===== config.mk =====
export PLATFORM = sky130hd
export DESIGN_NAME = time_tag_parser
export DESIGN_NICKNAME = d
export VERILOG_FILES = /design/src/hw/rtl/ttp_pkg.sv /design/src/hw/rtl/time_tag_parser.sv /design/src/hw/rtl/ttp_scan.sv /design/src/hw/rtl/ttp_finish.sv
export SDC_FILE = /design/constraint.sdc
export NUM_CORES = 2
export LEC_CHECK = 0
export BUFFER_PORTS_ARGS = -buffer_cell sky130_fd_sc_hd__buf_4
export CAP_MARGIN = 20
export CELL_PAD_IN_SITES_DETAIL_PLACEMENT = 2
export CELL_PAD_IN_SITES_GLOBAL_PLACEMENT = 2
export CORE_UTILIZATION = 40
export DETAILED_ROUTE_END_ITERATION = 8
export GPL_ROUTABILITY_DRIVEN = 0
export PLACE_DENSITY_LB_ADDON = 0.1
export SYNTH_ARGS = -nofsm -noshare
export SYNTH_HDL_FRONTEND = slang
export SYNTH_SLANG_ARGS = --single-unit

===== constraint.sdc =====
create_clock -name clk -period 7.2 [get_ports clk]
set_clock_uncertainty 0.2 [all_clocks]
set_input_delay 1.44 -clock clk [delete_from_list [all_inputs] [get_ports clk]]
set_output_delay 1.44 -clock clk [all_outputs]
set_load 0.05 [all_outputs]

===== src/hw/rtl/ttp_pkg.sv =====
// Shared types and constant-multiply helpers for the time tag parser.
package ttp_pkg;

    localparam logic [7:0] CHAR_ZERO  = 8'h30;
    localparam logic [7:0] CHAR_NINE  = 8'h39;
    localparam logic [7:0] CHAR_COLON = 8'h3A;
    localparam logic [7:0] CHAR_DOT   = 8'h2E;

    localparam logic KIND_CHAR = 1'b0;
    localparam logic KIND_END  = 1'b1;

    localparam int VALUE_W  = 64;
    localparam int MILLIS_W = 10;

    typedef struct packed {
        logic       kind;
        logic [7:0] char_code;
    } item_t;

    typedef struct packed {
        logic               ok;
        logic               as_samples;
        logic [VALUE_W-1:0] result_value;
    } result_t;

    // State of one finished tag, handed from the scanner to the finish pipeline
    typedef struct packed {
        logic                failed;
        logic                samples;
        logic                use_p2;
        logic [VALUE_W-1:0]  total;
        logic [VALUE_W-1:0]  p2;
        logic [MILLIS_W-1:0] ms;
    } snap_t;

    typedef struct packed {
        logic                failed;
        logic                samples;
        logic [VALUE_W-1:0]  total;
        logic [MILLIS_W-1:0] ms;
    } mid_t;

    // acc*10 + d; MSB of the result flags 64-bit overflow
    function automatic logic [VALUE_W:0] mac10(input logic [VALUE_W-1:0] acc,
                                               input logic [3:0] d);
        logic [VALUE_W+3:0] w;
        w = ({4'd0, acc} << 3) + ({4'd0, acc} << 1) + {{VALUE_W{1'b0}}, d};
        return {|w[VALUE_W+3:VALUE_W], w[VALUE_W-1:0]};
    endfunction

    // t*60 + a; MSB flags overflow
    function automatic logic [VALUE_W:0] mac60(input logic [VALUE_W-1:0] t,
                                               input logic [VALUE_W-1:0] a);
        logic [VALUE_W+6:0] w;
        w = ({7'd0, t} << 6) - ({7'd0, t} << 2) + {7'd0, a};
        return {|w[VALUE_W+6:VALUE_W], w[VALUE_W-1:0]};
    endfunction

    // t*1000 + ms; MSB flags overflow
    function automatic logic [VALUE_W:0] mac1000(input logic [VALUE_W-1:0] t,
                                                 input logic [MILLIS_W-1:0] ms);
        logic [VALUE_W+9:0] w;
        w = ({10'd0, t} << 10) - ({10'd0, t} << 4) - ({10'd0, t} << 3)
            + {{VALUE_W{1'b0}}, ms};
        return {|w[VALUE_W+9:VALUE_W], w[VALUE_W-1:0]};
    endfunction

endpackage


===== src/hw/rtl/time_tag_parser.sv =====
// Time tag parser top level: scanner, finish pipeline and limit register.
//
//  channel  direction  handshake                   payload
//  item     in         item_valid / item_ready     item   (kind, char_code)
//  result   out        result_valid / result_ready result (ok, as_samples, result_value)
//  cfg      in         cfg_valid / cfg_ready       cfg_data (limit_to_32_bits)
//
// One item per cycle while item_ready is high. A character updates the scanner registers at
// its transfer; an end item loads the first of three finish registers at its transfer edge,
// then the tag passes the seconds fold and x1000 stages; the hours fold is in the scanner.
// Reset clears scanner, valid flags, limit register. A stalled result backs up the pipeline;
// item_ready drops only when all three stages hold a tag. cfg_ready stays high.
module time_tag_parser (
    input  logic             clk,
    input  logic             rst_n,
    input  logic             item_valid,
    output logic             item_ready,
    input  ttp_pkg::item_t   item,
    output logic             result_valid,
    input  logic             result_ready,
    output ttp_pkg::result_t result,
    input  logic             cfg_valid,
    output logic             cfg_ready,
    input  logic             cfg_data
);

    logic           limit_reg;
    logic           accept;
    logic           snap_ready;
    ttp_pkg::snap_t snap;

    assign cfg_ready = 1'b1;
    assign accept    = item_valid && item_ready;
    assign item_ready = snap_ready;

    always_ff @(posedge clk or negedge rst_n)
    begin
        if (!rst_n)
            limit_reg <= 1'b0;
        else if (cfg_valid && cfg_ready)
            limit_reg <= cfg_data;
    end

    ttp_scan u_scan (
        .clk    (clk),
        .rst_n  (rst_n),
        .accept (accept),
        .item   (item),
        .snap   (snap)
    );

    ttp_finish u_finish (
        .clk          (clk),
        .rst_n        (rst_n),
        .snap_valid   (accept && (item.kind == ttp_pkg::KIND_END)),
        .snap_ready   (snap_ready),
        .snap         (snap),
        .limit_32     (limit_reg),
        .result_valid (result_valid),
        .result_ready (result_ready),
        .result       (result)
    );

`ifndef SYNTHESIS
    a_reject_zero: assert property (@(posedge clk) disable iff (!rst_n)
        (result_valid && !result.ok) |-> (result.result_value == '0 && !result.as_samples))
        else $error("rejected result carries a value");

    a_limit: assert property (@(posedge clk) disable iff (!rst_n)
        (result_valid && result.ok && limit_reg) |-> (result.result_value[63:32] == '0))
        else $error("result above 32-bit limit passed");

    a_stall_only_on_backpressure: assert property (@(posedge clk) disable iff (!rst_n)
        !item_ready |-> (result_valid && !result_ready))
        else $error("input stalled without output backpressure");
`endif

endmodule


===== src/hw/rtl/ttp_scan.sv =====
// Character scanner: accumulates tag parts and hands a snapshot on the end item.
module ttp_scan (
    input  logic           clk,
    input  logic           rst_n,
    input  logic           accept,
    input  ttp_pkg::item_t item,
    output ttp_pkg::snap_t snap
);

    logic [ttp_pkg::VALUE_W-1:0]  p0_reg, p1_reg, p2_reg;
    logic [ttp_pkg::VALUE_W-1:0]  p0_next, p1_next, p2_next;
    logic [1:0]                   part_index_reg, part_index_next;
    logic [ttp_pkg::MILLIS_W-1:0] millis_reg, millis_next;
    logic [1:0]                   frac_digits_reg, frac_digits_next;
    logic                         seen_colon_reg, seen_colon_next;
    logic                         in_frac_reg, in_frac_next;
    logic                         failed_reg, failed_next;

    logic [ttp_pkg::VALUE_W-1:0]  cur_part;
    logic [ttp_pkg::VALUE_W:0]    part_mac;
    logic [3:0]                   digit;
    logic                         is_digit;
    logic [13:0]                  millis_mac;
    logic [ttp_pkg::VALUE_W:0]    head_mac;

    assign digit    = 4'(item.char_code - ttp_pkg::CHAR_ZERO);
    assign is_digit = (item.char_code >= ttp_pkg::CHAR_ZERO)
                   && (item.char_code <= ttp_pkg::CHAR_NINE);

    always_comb
    begin
        case (part_index_reg)
            2'd0:    cur_part = p0_reg;
            2'd1:    cur_part = p1_reg;
            default: cur_part = p2_reg;
        endcase
    end

    assign part_mac   = ttp_pkg::mac10(cur_part, digit);
    assign millis_mac = 14'(millis_reg) * 14'd10 + 14'(digit);

    always_comb
    begin
        p0_next          = p0_reg;
        p1_next          = p1_reg;
        p2_next          = p2_reg;
        part_index_next  = part_index_reg;
        millis_next      = millis_reg;
        frac_digits_next = frac_digits_reg;
        seen_colon_next  = seen_colon_reg;
        in_frac_next     = in_frac_reg;
        failed_next      = failed_reg;
        if (accept)
        begin
            if (item.kind == ttp_pkg::KIND_END)
            begin
                p0_next          = '0;
                p1_next          = '0;
                p2_next          = '0;
                part_index_next  = '0;
                millis_next      = '0;
                frac_digits_next = '0;
                seen_colon_next  = 1'b0;
                in_frac_next     = 1'b0;
                failed_next      = 1'b0;
            end
            else if (!failed_reg)
            begin
                if (is_digit)
                begin
                    if (in_frac_reg)
                    begin
                        // drop fraction digits past milliseconds
                        if (frac_digits_reg != 2'd3)
                        begin
                            millis_next      = millis_mac[ttp_pkg::MILLIS_W-1:0];
                            frac_digits_next = frac_digits_reg + 2'd1;
                        end
                    end
                    else if (part_mac[ttp_pkg::VALUE_W])
                    begin
                        failed_next = 1'b1;
                    end
                    else
                    begin
                        case (part_index_reg)
                            2'd0:    p0_next = part_mac[ttp_pkg::VALUE_W-1:0];
                            2'd1:    p1_next = part_mac[ttp_pkg::VALUE_W-1:0];
                            default: p2_next = part_mac[ttp_pkg::VALUE_W-1:0];
                        endcase
                    end
                end
                else if (item.char_code == ttp_pkg::CHAR_COLON)
                begin
                    if (in_frac_reg || part_index_reg >= 2'd2)
                        failed_next = 1'b1;
                    else
                    begin
                        seen_colon_next = 1'b1;
                        part_index_next = part_index_reg + 2'd1;
                    end
                end
                else if (item.char_code == ttp_pkg::CHAR_DOT)
                begin
                    if (!seen_colon_reg || in_frac_reg)
                        failed_next = 1'b1;
                    else
                        in_frac_next = 1'b1;
                end
                else
                begin
                    failed_next = 1'b1;
                end
            end
        end
    end

    always_ff @(posedge clk or negedge rst_n)
    begin
        if (!rst_n)
        begin
            p0_reg          <= '0;
            p1_reg          <= '0;
            p2_reg          <= '0;
            part_index_reg  <= '0;
            millis_reg      <= '0;
            frac_digits_reg <= '0;
            seen_colon_reg  <= 1'b0;
            in_frac_reg     <= 1'b0;
            failed_reg      <= 1'b0;
        end
        else
        begin
            p0_reg          <= p0_next;
            p1_reg          <= p1_next;
            p2_reg          <= p2_next;
            part_index_reg  <= part_index_next;
            millis_reg      <= millis_next;
            frac_digits_reg <= frac_digits_next;
            seen_colon_reg  <= seen_colon_next;
            in_frac_reg     <= in_frac_next;
            failed_reg      <= failed_next;
        end
    end

    // Fold part 0 into part 1 (x60) here; the finish pipeline does the rest
    assign head_mac = ttp_pkg::mac60(p0_reg, p1_reg);

    always_comb
    begin
        snap.failed  = failed_reg;
        snap.samples = !seen_colon_reg;
        snap.use_p2  = (part_index_reg >= 2'd2);
        snap.p2      = p2_reg;
        if (part_index_reg >= 2'd1)
        begin
            snap.total  = head_mac[ttp_pkg::VALUE_W-1:0];
            snap.failed = failed_reg | head_mac[ttp_pkg::VALUE_W];
        end
        else
            snap.total = p0_reg;
        // pad a short fraction to milliseconds
        case (frac_digits_reg)
            2'd1:    snap.ms = ttp_pkg::MILLIS_W'(millis_reg * 10'd100);
            2'd2:    snap.ms = ttp_pkg::MILLIS_W'(millis_reg * 10'd10);
            default: snap.ms = millis_reg;
        endcase
    end

endmodule


===== src/hw/rtl/ttp_finish.sv =====
// Finish pipeline: last part fold, millisecond scale, limit check, result register.
module ttp_finish (
    input  logic             clk,
    input  logic             rst_n,
    input  logic             snap_valid,
    output logic             snap_ready,
    input  ttp_pkg::snap_t   snap,
    input  logic             limit_32,
    output logic             result_valid,
    input  logic             result_ready,
    output ttp_pkg::result_t result
);

    logic             s1_valid_reg, s2_valid_reg, out_valid_reg;
    ttp_pkg::snap_t   s1_reg;
    ttp_pkg::mid_t    s2_reg, s2_next;
    ttp_pkg::result_t out_reg, out_next;
    logic             out_free, s2_ready;
    logic [ttp_pkg::VALUE_W:0] sec_mac, ms_mac;
    logic [ttp_pkg::VALUE_W-1:0] value;
    logic             bad;

    assign out_free   = !out_valid_reg || result_ready;
    assign s2_ready   = !s2_valid_reg || out_free;
    assign snap_ready = !s1_valid_reg || s2_ready;

    // stage 2: fold in seconds
    assign sec_mac = ttp_pkg::mac60(s1_reg.total, s1_reg.p2);

    always_comb
    begin
        s2_next.samples = s1_reg.samples;
        s2_next.ms      = s1_reg.ms;
        if (s1_reg.use_p2)
        begin
            s2_next.total  = sec_mac[ttp_pkg::VALUE_W-1:0];
            s2_next.failed = s1_reg.failed | sec_mac[ttp_pkg::VALUE_W];
        end
        else
        begin
            s2_next.total  = s1_reg.total;
            s2_next.failed = s1_reg.failed;
        end
    end

    // output stage: scale clock tags to milliseconds and apply the 32-bit limit
    assign ms_mac = ttp_pkg::mac1000(s2_reg.total, s2_reg.ms);

    always_comb
    begin
        if (s2_reg.samples)
        begin
            value = s2_reg.total;
            bad   = s2_reg.failed;
        end
        else
        begin
            value = ms_mac[ttp_pkg::VALUE_W-1:0];
            bad   = s2_reg.failed | ms_mac[ttp_pkg::VALUE_W];
        end
        if (limit_32 && (value[ttp_pkg::VALUE_W-1:32] != '0))
            bad = 1'b1;
        out_next.ok           = !bad;
        out_next.as_samples   = !bad && s2_reg.samples;
        out_next.result_value = bad ? '0 : value;
    end

    always_ff @(posedge clk or negedge rst_n)
    begin
        if (!rst_n)
        begin
            s1_valid_reg  <= 1'b0;
            s2_valid_reg  <= 1'b0;
            out_valid_reg <= 1'b0;
        end
        else
        begin
            if (snap_ready)
                s1_valid_reg <= snap_valid;
            if (s2_ready)
                s2_valid_reg <= s1_valid_reg;
            if (out_free)
                out_valid_reg <= s2_valid_reg;
        end
    end

    always_ff @(posedge clk)
    begin
        if (snap_ready && snap_valid)
            s1_reg <= snap;
        if (s2_ready && s1_valid_reg)
            s2_reg <= s2_next;
        if (out_free && s2_valid_reg)
            out_reg <= out_next;
    end

    assign result_valid = out_valid_reg;
    assign result       = out_reg;

endmodule


# Word level (Yosys, flattened, before mapping)
# Index checks and enable logic that the tools add are counted.
[totals] out_inout_bits=69 inputBits=15 ff_bits=496
[op_classes] n_eq_ne=14 mux=62 multipliers=3 reduce_logical=38 bitwise=3 add_sub_neg=13 n_lt_le_gt_ge=4
[op_table] op="$mux W64" n=21
[op_table] op="$add A71 B64 Y71" n=2
[op_table] op="$sub A70 B66 Y71" n=2
[op_table] op="$pmux W64 S2" n=1
[op_table] op="$add A74 B10 Y74" n=1
[op_table] op="$sub A74 B67 Y74" n=1
[op_table] op="$sub A74 B68 Y74" n=1
[op_table] op="$add A67 B65 Y68" n=1
[op_table] op="$add A68 B4 Y68" n=1
[op_table] op="$mux W10" n=5
[op_table] op="$reduce_bool A32 Y1" n=1
[op_table] op="$mux W1" n=24
[op_table] op="$reduce_and A6 Y1" n=4
[op_table] op="$mul A10 B3 Y9 const B" n=2
[op_table] op="$mux W2" n=10
[op_table] op="$pmux W10 S2" n=1
[op_table] op="$eq A8 B6 Y1 const B" n=2
[op_table] op="$ne A2 B2 Y1 const B" n=8
[op_table] op="$reduce_bool A2 Y1" n=7
[op_table] op="$reduce_or A7 Y1" n=2
[op_table] op="$add A10 B4 Y10" n=1
[op_table] op="$mul A10 B5 Y8 const B" n=1
[op_table] op="$reduce_and A5 Y1" n=2
[op_table] op="$reduce_or A10 Y1" n=1
[op_table] op="16 further kinds" n=35

# Depth between registers and ports, before layout
[depth] ltp_word=10 depth_mapped=26 depth_no_buf=21

# By module
# From an unflattened synthesis, not the netlist that was laid out.
[hier_totals] cells_unflattened=5056 hier_area_um2=44819.2
[by_module_without_submodules] module="ttp_finish" area_each_um2=22806.9 instances=1 cells_per_inst=2386 seq_area_each_um2=8573.2
[by_module_without_submodules] module="ttp_scan" area_each_um2=21948.6 instances=1 cells_per_inst=2664 seq_area_each_um2=5230.0
[by_module_without_submodules] module="time_tag_parser" area_each_um2=63.8 instances=1 cells_per_inst=6 seq_area_each_um2=25.0

# Worst setup path after synthesis
# No wires, ideal clock.
[synth_path] kind="input port to flip-flop" from="input port result_ready" to="register u_finish.s1_reg[0] (netlist name) (enable)" arrival_time_ps=6297 cell_stages=5 required_time_ps=6440 slack_ps=143 path_buffers=1 cell_sequence="nor2b_1 nand3_1 nand3_1 clkinv_1 clkbuf_1"
[synth_between] elab_chain_len=6
[synth_rtl] item="from (decl)" line="time_tag_parser.sv:20" text="input logic result_ready,"
[synth_rtl] item="$logic_or A1 B1 Y1 (*)" line="ttp_finish.sv:23" text="assign out_free = !out_valid_reg || result_ready;"
[synth_rtl] item="$logic_or A1 B1 Y1 (*)" line="ttp_finish.sv:24" text="assign s2_ready = !s2_valid_reg || out_free;"
[synth_rtl] item="$logic_or A1 B1 Y1 (*)" line="ttp_finish.sv:25" text="assign snap_ready = !s1_valid_reg || s2_ready;"
[synth_rtl] item="net item_ready" line="time_tag_parser.sv:17" text="output logic item_ready,"
[synth_rtl] item="$logic_and A1 B1 Y1" line="time_tag_parser.sv:33" text="assign accept = item_valid && item_ready;"
[synth_rtl] item="$logic_and A1 B1 Y1" line="time_tag_parser.sv:55" text=".snap_valid (accept && (item.kind == ttp_pkg::KIND_END)),"
[synth_rtl] item="$logic_and A1 B1 Y1 (*)" line="ttp_finish.sv:89" text="if (snap_ready && snap_valid)"
[synth_rtl] item="to (signal assigned)" line="ttp_finish.sv:90" text="s1_reg <= snap;"
[synth_rtl] item="to (decl)" line="ttp_finish.sv:15" text="ttp_pkg::snap_t s1_reg;"
# Mark *: on every way through the listed nets, which the timed path passes. The rest lies on a longest branch.
# A chain may end at the register's enable or synchronous reset.

# Worst setup path in the final report
[layout_path] from="register u_finish.s2_reg[32] (netlist name)" to="register u_finish.out_reg (netlist bit u_finish.result[48]), data pin"
[layout_between] elab_chain_len=7
[layout_rtl] item="from (decl)" line="ttp_finish.sv:16" text="ttp_pkg::mid_t s2_reg, s2_next;"
[layout_rtl] item="from (signal assigned)" line="ttp_finish.sv:92" text="s2_reg <= s2_next;"
[layout_rtl] item="$sub A74 B68 Y74" line="ttp_pkg.sv:63" text="w = ({10'd0, t} << 10) - ({10'd0, t} << 4) - ({10'd0, t} << 3)"
[layout_rtl] item="$sub A74 B67 Y74 (*)" line="ttp_pkg.sv:63"
[layout_rtl] item="$add A74 B10 Y74 (*)" line="ttp_pkg.sv:64" text="+ {{VALUE_W{1'b0}}, ms};"
[layout_rtl] item="$mux W64 or $reduce_or A10 Y1 (tied branches)" line="ttp_finish.sv:51, ttp_pkg.sv:65"
[layout_rtl] item="$reduce_bool A32 Y1 or $or A1 B1 Y1 (tied branches)" line="ttp_finish.sv:61, ttp_finish.sv:59"
[layout_rtl] item="$logic_and A1 B1 Y1 or $mux W1 (tied branches)" line="ttp_finish.sv:61, ttp_finish.sv:51"
[layout_rtl] item="$mux W1" line="ttp_finish.sv:61" text="if (limit_32 && (value[ttp_pkg::VALUE_W-1:32] != '0))"
[layout_rtl] item="to (signal assigned)" line="ttp_finish.sv:94" text="out_reg <= out_next;"
[layout_rtl] item="to (decl)" line="ttp_finish.sv:17" text="ttp_pkg::result_t out_reg, out_next;"
# Every way passes the cells marked *; elsewhere a longest branch is shown, timed or not.

==> impl_metrics.yaml <==
synth:
  synthArstFlopShare_pct: 42.9
  synth_edf_count: 283
  yosys.area_share.adder_pct: 18.8
  syn_area_per_cell_um2: 8.34
  synth_top_family_by_area: "compound AO/OA/AOI/OAI gates"
  synth_ff_type: "edfxtp_1"
  synthMuxAreaShare_pct: 0.768
  synth.top_cells.by_area: "edfxtp_1 19%, dfrtp_1 12%, ha_1 11%, fa_1 8.2%, nand2_1 6.8%"
  yosysTopAreaCell: "edfxtp_1"
  synthDistinctLibCells: 89
  yosys_warnings: 0
  ys_seq_area_share_pct: 30.5
  syn_area_um2: 45300
  synthTopCellsByCount: "824 x nand2_1, 628 x inv_1, 498 x o21ai_0"
  ys_ff_latch: 496
  synth_compound_gate_area_share_pct: 21.1
  yosysTopAreaCellShare_pct: 18.8
  synth.most_common_cell: "nand2_1"
  syn-num-nets: 6010
  synthSimpleGateAreaFrac_pct: 16.3
  syn_inst: 5427
  synth-xor-area-share_pct: 4.88
grt:
  grt_max_degree: 132
  grt_overflow: 0
  grt_first_pass_wirelength_um: 270000
  antenna_found_initial: 3
  grt_pass1_vias: 44466
  grt_util_all_layers_pct: 30.1
clocking:
  path_clk_slew_ps: 70
  cts-buffers-inserted: 60
  cts_sinks: 496
  cts_buffer_depth: 3
  cts_tree: "done"
  root_buffer: "clkbuf_16"
  cts_setup_buffers: 0
  clk_latency_ps: 700
  h-tree-depth: 2
status:
  violations: "DRC"
  status: "complete, but fails checks"
floorplanning:
  die_y_um: 338
  num_rows: 123
  dieArea_um2: 115000
  io_pins: 84
  die_x_um: 338
  start_util_pct: 40.3
  core_area_um2: 112000
hold_path:
  hold_path_class: "flip-flop to flip-flop"
pwr:
  p_leak_uw: 0.0224
  power.density_nw_per_um2: 195
  ir_worst_vdd_uv: 163
route:
  antenna_left: 0
  routed_wl_um: 175000
  drc: 2
  vias_per_cell: 5.89
  drtPass1Iterations: 7
  num_vias: 40642
  drt_iter0_drc: 2320
  wl_per_cell_um: 25.3
timing:
  period_share_pct: 94.6
  worst_slew_pin_slew_ps: 1080
  period_needed_ps: 6810
  finalSetupTns_ps: 0
  finalHoldViolCount: 0
  slew_violations: 0
  hold_ws_ps: 229
  rsz0062_at_grt: "false"
  max_slew_margin_pct: 27.7
  max_freq_mhz: 147
  setup_viol: 0
critical_path:
  cp.required_ps: 7400
  worst_setup_path_start_kind: "flip-flop"
  critPathKind: "flip-flop to flip-flop"
  cp_max_fo: 22
  endpoint_kind: "flip-flop"
  crit_arrival_ps: 7010
place:
  portBuffers: 82
  dp_hpwl_um: 139000
  placed_area_um2: 47200
cells_and_area:
  largest_register_ffs: 141
  fillerInstances: 12623
  synthToLayoutAreaGrowth_pct: 8.75
  fin_nets: 5929
  finalInstanceArea_um2: 49200
  drive_gt1_share_pct: 5.56
flow_run:
  cap_viol_max_count: 0
## stage by stage
step,setup slack [ps],power [uW],util [%],std cells
2_1_floorplan,143,5370,-,5427
3_3_place_gp,514,6230,42.0,6783
3_5_place_dp,497,6360,42.0,6784
4_1_cts,469,9620,43.8,6896
5_1_grt,24.9,10000,43.8,6896
6_report,387,9590,43.8,6897
## repair_timing
item | CTS | global route
hold buffers | 0 | 0
resized for setup | 0 | 1
endpoints found under the setup margin | 0 | 1
## final cells by class
cell class,count,area (um2),area share (%)
clock inverter,30,398,0.808
antenna,1,2.50,0.00508
multi-input combinational,4025,28000,56.9
timing repair buffer,131,1080,2.19
inverter,632,2380,4.83
clock buffer,82,1630,3.32
sequential,496,13800,28.1
tap,1500,1880,3.81
## layout by cell type (no fill, tap or decap), drive strengths merged, types with 131 or more instances in the layout
cell and instances:
edfxtp 283, o21ai 510, ha 383, dfrtp 213, a21oi 377, a21o 179
nand2 824, nor2 318, fa 185, xnor2 149, inv 634, buf 131
## final timing paths
path                                           from               endpoint  slack, ps  cells past startpoint
worst min register to register   u_finish.s1_reg[2]     u_finish.s2_reg[2]        230                      0
min in group asynchronous                     rst_n      u_scan.p2_reg[13]        560                      1
worst min-delay path             u_finish.s1_reg[2]     u_finish.s2_reg[2]        230                      0
worst max-delay path            u_finish.s2_reg[32]    u_finish.result[48]        390                     16
worst max register to register  u_finish.s2_reg[32]    u_finish.result[48]        390                     16
max in group asynchronous                     rst_n  u_finish.result_valid       4830                      2
## worst max-delay path, stage by stage (launching register included)
cell	delay [ps]
edfxtp_1	510
inv_1	210
fa_1	450
ha_1	570
nand2_1	130
nor2_1	100
nor4b_1	340
inv_1	120
o211ai_1	660
o21ai_0	270
xor2_1	340
o21ai_0	140
o2bb2ai_1	160
nor4_1	850
a41oi_4	550
buf_4	410
nor3_1	520
## report_power, final
| group | total (uW) | internal (uW) | switching, uW |
|---|---|---|---|
| clock network | 3230 | 1880 | 1350 |
| logic | 3130 | 1040 | 2090 |
| registers | 3230 | 3130 | 94.9 |
| total | 9590 | 6050 | 3540 |
## kinds of logic after synthesis
logic type	count (synthesis)
mux	34
compound gates	1517
other cells	1
buf+inv	906
flops	496
fa+ha+maj	568
simple gates	1653
xor+xnor	252
## per-layer routing
layer	GRT usage, %	routed length, um	vias to the layer above
met5	0	13	-
met4	8.21	4900	2
met3	2.55	6080	227
met2	51.2	83400	794
met1	41.0	80100	20997
li1	-	-	18622
No activity file was read; power rests on OpenSTA's default activity.
